<file path="config.mk">
export PLATFORM = sky130hd
export DESIGN_NAME = link_keepalive_time_sync
export DESIGN_NICKNAME = d
export VERILOG_FILES = /design/src/hw/rtl/lk_sync_pkg.sv /design/src/hw/rtl/link_keepalive_time_sync.sv
export SDC_FILE = /design/constraint.sdc
export NUM_CORES = 1
export LEC_CHECK = 0
export ABC_AREA = 1
export BUFFER_PORTS_ARGS = -buffer_cell sky130_fd_sc_hd__buf_2
export CORE_MARGIN = 1.5
export CORE_UTILIZATION = 54
export CTS_BUF_LIST = sky130_fd_sc_hd__clkbuf_4 sky130_fd_sc_hd__clkbuf_8
export DETAILED_ROUTE_END_ITERATION = 7
export PLACE_DENSITY = 0.75
export SYNTH_ARGS = -nofsm -noshare
export SYNTH_HDL_FRONTEND = slang
export SYNTH_SLANG_ARGS = --single-unit
export TNS_END_PERCENT = 100
</file>
<file path="constraint.sdc">
create_clock -name clk -period 7.8 [get_ports clk]
set_input_delay 1.17 -clock clk [delete_from_list [all_inputs] [get_ports clk]]
set_output_delay 1.17 -clock clk [all_outputs]
set_load 0.02 [all_outputs]
</file>
<file path="src/hw/rtl/lk_sync_pkg.sv">
// types, codes and helpers shared by the link keepalive and clock-sync tracker
`timescale 1ns / 1ps

package lk_sync_pkg;

  typedef enum logic [2:0] {
    OP_TICK       = 3'd0,
    OP_RECEIVED   = 3'd1,
    OP_PING_RESNT = 3'd2,
    OP_SYNC_SENT  = 3'd3,
    OP_UNSYNC     = 3'd4,
    OP_SYNC_REPLY = 3'd5,
    OP_PING_REPLY = 3'd6
  } op_t;

  typedef enum logic [1:0] {
    REG_PING_PERIOD   = 2'd0,
    REG_RESEND_PERIOD = 2'd1,
    REG_SYNC_PERIOD   = 2'd2,
    REG_REPLIES_NEED  = 2'd3
  } reg_idx_t;

  typedef enum logic [1:0] {
    S_IDLE = 2'd0,
    S_DIV  = 2'd1,
    S_ADD  = 2'd2,
    S_LOAD = 2'd3
  } state_t;

  // one quotient bit per cycle over a 33-bit magnitude
  localparam int unsigned DivSteps = 33;
  localparam int unsigned DivCntW  = $clog2(DivSteps);

  localparam logic [15:0] PingPeriodRst   = 16'd1000;
  localparam logic [15:0] ResendPeriodRst = 16'd200;
  localparam logic [15:0] SyncPeriodRst   = 16'd1000;
  localparam logic [7:0]  RepliesNeedRst  = 8'd4;

  // clamp a 34-bit signed value to the int32 range
  function automatic logic [31:0] sat_i32(input logic signed [33:0] v);
    logic [31:0] r;
    if (v > 34'sd2147483647) begin
      r = 32'h7fff_ffff;
    end else if (v < -34'sd2147483648) begin
      r = 32'h8000_0000;
    end else begin
      r = v[31:0];
    end
    return r;
  endfunction

endpackage

</file>
<file path="src/hw/rtl/link_keepalive_time_sync.sv">
// top level of the link keepalive and clock-sync tracker
`timescale 1ns / 1ps

// Keepalive and clock-sync tracker for one link peer. Each accepted word is one
// event and yields exactly one status word. Most events update the state at the
// accepting edge and then load the status word in S_LOAD once the output register
// is free, and no new event is taken before that load. A sync reply first passes
// through S_DIV and S_ADD: the restoring divider forms the running mean one
// quotient bit per cycle over 33 steps, and S_ADD adds the quotient to the mean.
// in_stall is high from acceptance until the status word has been
// loaded into the output register; a loaded word waits there while the next
// event is already being accepted and worked on.
module link_keepalive_time_sync (
  input  logic        clk,
  input  logic        rst_n,
  input  logic        cfg_we,
  input  logic [1:0]  cfg_index,
  input  logic [15:0] cfg_wdata,
  input  logic        in_valid,
  output logic        in_stall,
  input  logic [2:0]  in_operation,
  input  logic signed [31:0] in_event_value,
  output logic        out_valid,
  input  logic        out_stall,
  output logic signed [31:0] out_next_ping_ms,
  output logic signed [31:0] out_next_sync_ms,
  output logic        out_is_synced,
  output logic [30:0] out_round_trip_ms,
  output logic [7:0]  out_ping_attempts,
  output logic signed [31:0] out_clock_offset_ms
);
  import lk_sync_pkg::*;

  state_t state_r, state_nxt;

  logic [15:0] ping_period_r, resend_period_r, sync_period_r;
  logic [7:0]  replies_need_r;

  logic [31:0] now_r, since_ping_r, since_sync_r;
  logic [15:0] cur_period_r;
  logic [7:0]  attempts_r;
  logic [15:0] reply_cnt_r;
  logic [31:0] mean_r;
  logic [30:0] rtt_r;

  // divider
  logic [32:0]        quo_r;
  logic [15:0]        rem_r;
  logic               neg_r;
  logic [DivCntW-1:0] div_cnt_r;

  logic        acc, out_free, load_out, div_step;
  op_t         op;
  logic signed [32:0] diff;
  logic [32:0] diff_mag;
  logic [16:0] rem_sh;
  logic        ge;
  logic [16:0] rem_sub;
  logic signed [33:0] q_signed, mean_sum, rtt_full, np_full, ns_full;

  assign acc      = in_valid && !in_stall;
  assign out_free = !out_valid || !out_stall;
  assign op       = op_t'(in_operation);

  // next state
  always_comb begin
    state_nxt = state_r;
    unique case (state_r)
      S_IDLE: begin
        if (acc) begin
          state_nxt = (op == OP_SYNC_REPLY) ? S_DIV : S_LOAD;
        end
      end
      S_DIV: begin
        if (div_cnt_r == DivCntW'(DivSteps - 1)) begin
          state_nxt = S_ADD;
        end
      end
      S_ADD:  state_nxt = S_LOAD;
      S_LOAD: begin
        if (out_free) begin
          state_nxt = S_IDLE;
        end
      end
      default: state_nxt = S_IDLE;
    endcase
  end

  // state decoded controls
  always_comb begin
    in_stall = 1'b1;
    load_out = 1'b0;
    div_step = 1'b0;
    unique case (state_r)
      S_IDLE:  in_stall = 1'b0;
      S_DIV:   div_step = 1'b1;
      S_ADD:   ;
      S_LOAD:  load_out = out_free;
      default: ;
    endcase
  end

  // shared datapath pieces
  always_comb begin
    diff     = 33'(in_event_value) - 33'(signed'(mean_r));
    diff_mag = diff[32] ? 33'(-diff) : 33'(diff);
    rem_sh   = {rem_r, quo_r[32]};
    ge       = rem_sh >= {1'b0, reply_cnt_r};
    rem_sub  = rem_sh - {1'b0, reply_cnt_r};
    q_signed = neg_r ? -$signed({1'b0, quo_r}) : $signed({1'b0, quo_r});
    mean_sum = 34'(signed'(mean_r)) + q_signed;
    rtt_full = $signed({2'b00, now_r})
             - (34'(in_event_value) + 34'(signed'(mean_r)));
    np_full  = $signed({18'd0, cur_period_r}) - $signed({2'b00, since_ping_r});
    ns_full  = $signed({18'd0, sync_period_r}) - $signed({2'b00, since_sync_r});
  end

  // configuration
  always_ff @(posedge clk) begin
    if (!rst_n) begin
      ping_period_r   <= PingPeriodRst;
      resend_period_r <= ResendPeriodRst;
      sync_period_r   <= SyncPeriodRst;
      replies_need_r  <= RepliesNeedRst;
    end else if (cfg_we) begin
      unique case (reg_idx_t'(cfg_index))
        REG_PING_PERIOD:   ping_period_r   <= cfg_wdata;
        REG_RESEND_PERIOD: resend_period_r <= cfg_wdata;
        REG_SYNC_PERIOD:   sync_period_r   <= cfg_wdata;
        REG_REPLIES_NEED:  replies_need_r  <= cfg_wdata[7:0];
        default: ;
      endcase
    end
  end

  // tracker state
  always_ff @(posedge clk) begin
    if (!rst_n) begin
      state_r      <= S_IDLE;
      now_r        <= '0;
      since_ping_r <= '0;
      since_sync_r <= '0;
      cur_period_r <= PingPeriodRst;
      attempts_r   <= '0;
      reply_cnt_r  <= '0;
      mean_r       <= '0;
      rtt_r        <= '0;
      div_cnt_r    <= '0;
    end else begin
      state_r <= state_nxt;
      if (acc) begin
        div_cnt_r <= '0;
        unique case (op)
          OP_TICK: begin
            now_r <= now_r + 32'd1;
            if (since_ping_r != '1) since_ping_r <= since_ping_r + 32'd1;
            if (since_sync_r != '1) since_sync_r <= since_sync_r + 32'd1;
          end
          OP_RECEIVED: begin
            since_ping_r <= '0;
            cur_period_r <= ping_period_r;
            attempts_r   <= '0;
          end
          OP_PING_RESNT: begin
            since_ping_r <= '0;
            cur_period_r <= resend_period_r;
            if (attempts_r != '1) attempts_r <= attempts_r + 8'd1;
          end
          OP_SYNC_SENT: since_sync_r <= '0;
          OP_UNSYNC:    reply_cnt_r  <= '0;
          OP_SYNC_REPLY: begin
            if (reply_cnt_r != '1) reply_cnt_r <= reply_cnt_r + 16'd1;
          end
          OP_PING_REPLY: begin
            // no estimate until a sync reply has arrived
            if (reply_cnt_r != '0) begin
              if (rtt_full[33]) begin
                rtt_r <= '0;
              end else if (rtt_full[32:31] != 2'b00) begin
                rtt_r <= '1;
              end else begin
                rtt_r <= rtt_full[30:0];
              end
            end
          end
          default: ;
        endcase
      end
      if (div_step) begin
        div_cnt_r <= div_cnt_r + DivCntW'(1);
      end
      if (state_r == S_ADD) begin
        // result lies between old mean and sample, no overflow
        mean_r <= mean_sum[31:0];
      end
    end
  end

  // divider payload
  always_ff @(posedge clk) begin
    if (acc) begin
      quo_r <= diff_mag;
      neg_r <= diff[32];
      rem_r <= '0;
    end else if (div_step) begin
      rem_r <= ge ? rem_sub[15:0] : rem_sh[15:0];
      quo_r <= {quo_r[31:0], ge};
    end
  end

  // output register
  always_ff @(posedge clk) begin
    if (!rst_n) begin
      out_valid <= 1'b0;
    end else if (load_out) begin
      out_valid <= 1'b1;
    end else if (!out_stall) begin
      out_valid <= 1'b0;
    end
  end

  always_ff @(posedge clk) begin
    if (load_out) begin
      out_next_ping_ms    <= sat_i32(np_full);
      out_next_sync_ms    <= sat_i32(ns_full);
      out_is_synced       <= reply_cnt_r >= {8'd0, replies_need_r};
      out_round_trip_ms   <= rtt_r;
      out_ping_attempts   <= attempts_r;
      out_clock_offset_ms <= mean_r;
    end
  end

  a_acc_leaves_idle: assert property (@(posedge clk) disable iff (!rst_n)
    acc |=> state_r != S_IDLE)
    else $error("accepted word did not start work");

  a_div_bounded: assert property (@(posedge clk) disable iff (!rst_n)
    state_r == S_DIV |-> div_cnt_r < DivCntW'(DivSteps))
    else $error("divider step count overran");

  a_valid_from_load: assert property (@(posedge clk) disable iff (!rst_n)
    $rose(out_valid) |-> $past(state_r == S_LOAD))
    else $error("status word appeared outside output load");

  a_div_nonzero: assert property (@(posedge clk) disable iff (!rst_n)
    div_step |-> reply_cnt_r != '0)
    else $error("divide by zero reply count");

endmodule
</file>
# Word-level counts from Yosys, hierarchy flattened
# Cells that the tools add are included.
# word_totals
regBits	450
input_bits	58
output_inout_bits	138
elab_cells	127
# classes
n_addsub	15
n_lt_le_gt_ge	6
eq_ne	25
muxes	30
n_reduce_logical	27
# ops
op	n
2-to-1 mux 32 bit	5
case mux 32 bit (2 select lines)	2
2-to-1 mux 33 bit	3
adder 32 x 1 -> 32 bit, second input constant	3
greater-than comparator 33 x 32 -> 1 bit, second input constant	2
< comparator 33 x 32 -> 1 bit, second input constant	2
subtractor 16 x 32 -> 33 bit	2
!= test 32 bit, second input constant	2
case mux 16 bit (2 select lines)	2
2-to-1 mux 31 bit	2
subtractor 33 x 33 -> 34 bit	1
adder 32 x 32 -> 33 bit	1
negation 33 bit	1
subtractor 32 x 32 -> 33 bit	1
adder 32 bit	1
2-to-1 mux 16 bit	2
negation 32 bit	1
AND reduction 3 bit	6
greater-or-equal comparator 17 x 16 -> 1 bit	1
adder 16 x 1 -> 16 bit, second input constant	1
greater-or-equal comparator 16 x 8 -> 1 bit	1
!= test 16 bit, second input constant	1
case mux 8 bit (2 select lines)	1
nonzero test 16 bit	1
other kinds (25)	58

# Logic depth before layout (Yosys ltp)
# Gate-level depths: netlist (run 1).
# depth
ltp_word	5
mapped_depth	24
mapped_depth_nobuf	24

# Worst setup path before layout (run 1)
# Ideal clock, no wire load.
# synth_path
path_type	input to register
from	in out_stall
to	reg out_clock_offset_ms[0] (enable)
setup_ns	0.676
arrival_time_ns	7.734
t_required_ns	7.124
slack_ns	-0.610
cell_stages	1
n_path_buf	0
cell_sequence	a21oi_1
# synth_via
elab_chain_cells	3
# synth_lines
element	line_no	text
start: declaration	link_keepalive_time_sync.sv:24	input logic out_stall,
logical NOT 1 bit	--	
logical OR 1 bit	link_keepalive_time_sync.sv:62	assign out_free = !out_valid || !out_stall;
2-to-1 mux 1 bit	link_keepalive_time_sync.sv:94	unique case (state_r)
end signal: assignment	link_keepalive_time_sync.sv:229	out_clock_offset_ms <= mean_r;
end: declaration	link_keepalive_time_sync.sv:30	output logic signed [31:0] out_clock_offset_ms
# No other way between the ends.
# A chain may end at the register's enable or synchronous reset.

# Worst setup path in the final report (run 1)
# layout_path
from	reg quo_r[0]
to	reg mean_r[31]
# layout_via
elab_chain_cells	3
# layout_lines
element	line_no	text
start: declaration	link_keepalive_time_sync.sv:47	logic [32:0] quo_r;
start signal: assignment	link_keepalive_time_sync.sv:202	quo_r <= diff_mag;
start signal: assignment	link_keepalive_time_sync.sv:207	quo_r <= {quo_r[31:0], ge};
negation 32 bit	link_keepalive_time_sync.sv:110	q_signed = neg_r ? -$signed({1'b0, quo_r}) : $signed({1'b0, quo_r});
2-to-1 mux 32 bit (*)	link_keepalive_time_sync.sv:110	
adder 32 bit (*)	link_keepalive_time_sync.sv:111	mean_sum = 34'(signed'(mean_r)) + q_signed;
end signal: assignment	link_keepalive_time_sync.sv:194	mean_r <= mean_sum[31:0];
end: declaration	link_keepalive_time_sync.sv:43	logic [31:0] mean_r;
# Every way passes the cells marked *; elsewhere a longest branch is shown, timed or not.

==> results of run 1 <==
## sequential cells by signal, indices dropped and copies added (netlist names), 31 cells and up
| signal | flops |
|---|---|
| quo_r | 33 |
| since_sync_r | 32 |
| out_next_ping_ms | 32 |
| out_clock_offset_ms | 32 |
| rtt_r | 31 |
| mean_r | 32 |
| since_ping_r | 32 |
| now_r | 32 |
| out_round_trip_ms | 31 |
| out_next_sync_ms | 32 |
## layout make-up
class | instances | share of cell area, %
Clock inverter | 36 | 1.24
Clock buffer | 113 | 4.09
Sequential cell | 450 | 31.2
Inverter | 623 | 6.83
Multi-Input combinational cell | 3142 | 50.7
Tap cell | 756 | 2.76
Antenna cell | 5 | 0.0365
Timing Repair Buffer | 210 | 3.17
## metal layers
metal	track usage, %	routed length [um]	vias up
met2	48.1	39700	1120
met4	12.1	3580	0
met5	0	0	-
met3	4.51	6550	212
met1	41.5	40300	13312
li1	-	-	14509
## metrics by stage
| stage | area (um^2) | worst slack (ps) |
|---|---|---|
| final | 34300 | 3320 |
| after global routing | 34300 | 2920 |
| after CTS | 34300 | 3460 |
| after detailed placement | 32500 | 2800 |
| after global placement | 32500 | 2920 |
| after floorplan | 30900 | 2470 |
## critical path, delay by kind of cell (launching register included)
| kind | cells | cell delay [ps] |
|---|---|---|
| buffers and inverters | 3 | 270 |
| AO/OA/AOI/OAI | 6 | 1290 |
| AND/OR/NAND/NOR | 11 | 1590 |
| adder cells (fa/ha/maj) | 2 | 560 |
| flip-flops | 1 | 460 |
| XOR/XNOR | 1 | 270 |
## synthesized netlist by cell type (25+ instances only)
| library cell | instances | share of area (%) |
|---|---|---|
| o21ai_0 | 227 | 3.7 |
| xor2_1 | 128 | 3.6 |
| nor2_1 | 423 | 5.1 |
| dfxtp_1 | 280 | 18 |
| clkbuf_1 | 63 | 0.77 |
| a21oi_1 | 314 | 5.1 |
| fa_1 | 38 | 2.5 |
| a31oi_1 | 25 | 0.51 |
| nand2_1 | 1047 | 13 |
| xnor2_1 | 52 | 1.5 |
| edfxtp_1 | 170 | 17 |
| nor3_1 | 101 | 1.6 |
| buf_2 | 28 | 0.45 |
| inv_1 | 611 | 7.4 |
| nand4_1 | 55 | 1.1 |
| nand3b_1 | 28 | 0.68 |
| ha_1 | 203 | 8.2 |
| nor4_1 | 26 | 0.53 |
| nand3_1 | 280 | 4.5 |
## power groups by stage
stage / clock network (mW) / registers (mW) / logic, mW
final: 2.49 / 3.22 / 7.12
after global routing: 2.64 / 3.26 / 7.90
after CTS: 2.53 / 3.22 / 6.97
after detailed placement: 0 / 3.26 / 6.93
after global placement: 0 / 3.26 / 6.90
after floorplan: 0 / 3.34 / 4.98
## cell families after synthesis
group                      count (synthesis)
buffers and inverters                    727
AOI/OAI and AO/OA                        700
and+or+nand+nor                         2021
DFF                                      450
adders and majority gates                241
xor gates and xnor gates                 180
## worst max-delay path by stage
stage                                  from                     end  depth (start not counted)
after floorplan                   out_stall  out_clock_offset_ms[0]                          1
after global placement    in_event_value[0]               rtt_r[27]                         20
after detailed placement  in_event_value[0]               rtt_r[17]                         20
after CTS                          quo_r[0]              mean_r[31]                         23
after global routing               quo_r[0]              mean_r[31]                         23
final                              quo_r[0]              mean_r[31]                         23
==> qor.csv, run 1 <==
metric;value;unit
r2r_slack;3320;ps
ys_types;61;
path_cells;inv_1 -> ha_1 -> nand4_1 -> nor2_1 -> nand3b_1 -> nor3_1 -> nand2_1 -> nor2_1 -> a21oi_1 -> inv_1 -> o21ai_0 -> xor2_1 -> ha_1 -> a21oi_1 -> a21boi_0 -> o221ai_1 -> a21oi_1 -> nand2_1 -> nand3_1 -> nand3_1 -> nand2_1 -> inv_1 -> nor2_1;
start_util;54.7;%
arrival;5090;ps
synth_area;30900;um^2
tightest_slew;1200;ps
vias;29153;
synth_xor_area_share;5.10;%
grt_pass1_vias;27005;
p_leak;15.9;nW
grt_pass1_wl;143;mm
synth_ff_type;dfxtp_1;
cts_tree;yes;
synth_compound_area_share;12.5;%
p_switching;6.16;mW
final_util;60.7;%
whs;427;ps
maxCapViolCount;0;
grt_start_max_net_pins;85;
area_delta_synth_final;11.1;%
cts_resized;0;
htreeDepth;3;
rsz0062_at_grt;no;
synthAdderAreaFrac;10.7;%
cts_num_sinks;450;
final_common_cell;nand2_1;
hp-class;reg2reg;
synth-seq-cells;450;
r2r-end;mean_r[31];
reg2regPathDepth;23;
wire_per_inst;16.9;um
fin_crit_sh;57.4;%
power_frac_clock;19.4;%
p_per_area;374;nW/um^2
period_minus_slack;4480;ps
clock_path_buffers;3;
synthMuxAreaShare;0;%
seqCellArea;10700;um^2
gp_congestion;0.983;
peakVddDrop;0.285;mV
cts_hold_buf;0;
rows;87;
fillers;5302;
finClkSkew;42.6;ps
fmax;223;MHz
power;12.8;mW
cp_max_fo;5;
synth_top_family_by_area;simple AND/OR/NAND/NOR gates;
crit_type;reg2reg;
slowest_stage;edfxtp_1;
min_to;out_round_trip_ms[19];
die-area;58600;um^2
final_hold_viol_count;0;
hold_start;rtt_r[19];
fin_setup_tns;0;ps
cts_inserted_buffers;80;
ant_nets;0;
die_w;242;um
r2r-start;quo_r[0];
clkTransAtPathRegs;60;ps
cts_root_buf;clkbuf_8;
async_flop_share;0;%
drtIter0Drc;2571;
grt_util_all_layers;30.3;%
fp.coreArea;56500;um^2
syn_area_per_cell;7.15;um^2
drcViolationCount;0;
seq_area_frac_synth;34.7;%
yosys.area_share.simple;27.9;%
antenna_found_initial;4;
multi_input_area;17400;um^2
slew_violations;0;
hpwl;70.7;mm
io_pins;196;
clk_latency;680;ps
die_y;242;um
firstDrtPassIters;8;
whs_path_depth;0;
post_cts_buffers;0;
netlist_instances;4319;
final_cells;5335;
slew_headroom;19.8;%
io_buffers;195;
dp_cells;5181;
status;finished clean;
final_nets;4806;
mostFrequentLayoutCells;nand2_1, inv_1, nor2_1, a21oi_1;
start_kind;flip-flop;
power.share.sequential;25.1;%
syn_nets;4618;
cp.required;8410;ps
yosysWarnings;0;
switching_share;48.0;%
max_stage_delay;460;ps
post_drt_via_cell_ratio;5.46;
synth-edff-count;170;
grt_overflow;0;
drive_above_1_share;9.27;%
drt-total-wl;90.1;mm
crit_path_end_kind;flip-flop;
power_frac_comb;55.5;%
setup_violations;0;
p_int;6.67;mW
No activity file was read; power rests on OpenSTA's default activity.
==> inputs of run 2 (changes only) <==
- PLACE_DENSITY: 0.75 -> 0.72
- clock period: 7.8 -> 4.2 ns (I/O delays scaled with it)
==> qor.csv, run 2 (synthesis results as in run 1) <==
metric;value;unit;change
p_leak;15.9;nW;+0.21%
vias;28995;;-0.54%
fmax;262;MHz;+17%
grt_start_max_net_pins;136;;+60%
drtIter0Drc;2589;;+0.70%
slew_headroom;44.2;%;+24 points
largest_reg_flops;33;;unchanged
area_delta_synth_final;11.1;%;about the same
antenna_found_initial;2;;-2
gp_congestion;0.984;;+0.16%
die_w;242;um;unchanged
ant_nets;0;;unchanged
fin_setup_tns;0;ps;unchanged
met2_usage;48.0;%;-0.18 points
path_cells;nor3_2 -> nand2_1 -> nor3_2 -> nand2_1 -> nor2_1 -> nand2_1 -> nor2_1 -> inv_1 -> o21ai_2 -> nand2_1 -> o21ai_1 -> xnor2_1 -> ha_1 -> nand2_1 -> nor2_1 -> inv_1 -> nor4_1 -> nand4_1 -> nand3_1 -> nand2_1 -> o21ai_0 -> inv_1;;
tightest_slew;837;ps;-361 ps
crit_buf_inv;3;;unchanged
status;finished clean;;
grt_pass1_vias;26717;;-1.1%
grt_util_all_layers;29.9;%;-0.42 points
period_minus_slack;3820;ps;-652 ps
io_pins;196;;unchanged
firstDrtPassIters;6;;-2
grt_pass1_wl;141;mm;-1.5%
setup_violations;0;;unchanged
hold_start;cfg_wdata[9];;
final_util;60.7;%;about the same
min_to;ping_period_r[9];;
max_stage_delay;460;ps;about the same
drcViolationCount;0;;unchanged
cts_root_buf;clkbuf_8;;
wire_per_inst;16.8;um;-0.52%
reg2regPathDepth;22;;-4.3%
use_met3;4.49;%;-0.022 points
io_buffers;195;;unchanged
final_common_cell;nand2_1;;
fin_crit_sh;91.0;%;+34 points
r2r_slack;380;ps;-2950 ps
fp.coreArea;56500;um^2;unchanged
cts_hold_buf;0;;unchanged
final_nets;4822;;+0.33%
slowest_stage;edfxtp_1;;
dpl_cell_area;32600;um^2;+0.46%
drive_above_1_share;9.61;%;+0.34 points
crit_type;reg2reg;;
cp_max_fo;6;;+1
arrival;4390;ps;-700 ps
cts_inserted_buffers;80;;unchanged
hp-class;in2reg;;
power;23.3;mW;+82%
start_util;54.7;%;unchanged
peakVddDrop;0.321;mV;+13%
mostFrequentLayoutCells;nand2_1, inv_1, nor2_1, a21oi_1;;
finClkSkew;34.0;ps;-8.58 ps
whs_path_depth;3;;+3
die_y;242;um;unchanged
clock_path_buffers;3;;unchanged
post_drt_via_cell_ratio;5.42;;-0.78%
gr-max-usage-layer;met2;;
r2r-start;quo_r[2];;
cts_tree;yes;;
r2r-end;mean_r[30];;
path_delay_family;simple AND/OR/NAND/NOR gates;;
hpwl;70.1;mm;-0.72%
cts_num_sinks;450;;unchanged
rsz0062_at_grt;no;;
path_common_cell;nand2_1;;
p_per_area;679;nW/um^2;+82%
slew_violations;0;;unchanged
regMostFlops;quo_r;;
drt-total-wl;89.9;mm;-0.28%
maxCapViolCount;0;;unchanged
final_hold_viol_count;0;;unchanged
fillers;5374;;+1.4%
cts_resized;0;;unchanged
post_cts_buffers;0;;unchanged
clk_latency;670;ps;about the same
cp.required;4760;ps;-3650 ps
crit_path_end_kind;flip-flop;;
die-area;58600;um^2;unchanged
htreeDepth;3;;unchanged
clkTransAtPathRegs;60;ps;about the same
met1_usage;40.9;%;-0.57 points
fin_area;34300;um^2;about the same
start_kind;flip-flop;;
grt_overflow;0;;unchanged
rows;87;;unchanged
==> run 2: cell count changes in the layout (fill, tap and decap cells not counted), sizes merged <==
cell / before / now
bufinv: 8 / 2
inv: 621 / 623
clkinv: 26 / 29
buf: 210 / 226
diode: 5 / 2
clkinvlp: 4 / 2
clkbuf: 113 / 116
==> run 2: metal layers <==
metal / vias to the layer above / part of all wire (%)
met5: - / 0.014
met1: 13368 / 45
li1: 14528 / -
met3: 172 / 6.6
met4: 2 / 3.1
met2: 925 / 45
==> run 2: through the flow <==
step / setup slack, ps / hold slack (ps) / instances
6_report: 377 / 221 / 5348
4_1_cts: 282 / 159 / 5346
5_1_grt: 7.91 / 205 / 5347
3_3_place_gp: 412 / 411 / 5197
3_5_place_dp: 309 / 417 / 5197
2_1_floorplan: 763 / 408 / 4319
==> run 2: worst reg2reg max path, stage by stage, from the launching register on <==
cell,delay (ps)
edfxtp_1,460
nor3_2,230
nand2_1,110
nor3_2,190
nand2_1,100
nor2_1,200
nand2_1,190
nor2_1,170
inv_1,90
o21ai_2,170
nand2_1,70
o21ai_1,140
xnor2_1,100
ha_1,380
nand2_1,90
nor2_1,150
inv_1,70
nor4_1,280
nand4_1,170
nand3_1,110
nand2_1,50
o21ai_0,150
inv_1,60
==> run 2: worst max-delay path by stage <==
stage,from,endpoint,slack [ps],depth (start not counted)
finish,quo_r[2],mean_r[30],380,22
global route,quo_r[2],mean_r[30],8,19
CTS,quo_r[0],mean_r[31],280,23
detailed placement,quo_r[0],mean_r[31],310,23
global placement,quo_r[0],mean_r[31],410,23
floorplan,in_event_value[0],rtt_r[1],760,20
==> run 2: area by class of cell <==
type,count,area (um^2),area share [%]
Tap cell,756,946,2.76
Sequential cell,450,10700,31.2
Inverter,623,2340,6.83
Clock inverter,33,233,0.678
Timing Repair Buffer,226,1240,3.60
Multi-Input combinational cell,3142,17400,50.7
Antenna cell,2,5.00,0.0146
Clock buffer,116,1440,4.20
==> run 2: report_power, final <==
part / total (mW) / internal, mW / leakage (nW) / switching, mW
combinational: 13.0 / 4.31 / 11.1 / 8.68
sequential: 6.03 / 5.50 / 3.86 / 0.531
clock: 4.29 / 2.35 / 0.897 / 1.94
total: 23.3 / 12.2 / 15.9 / 11.2
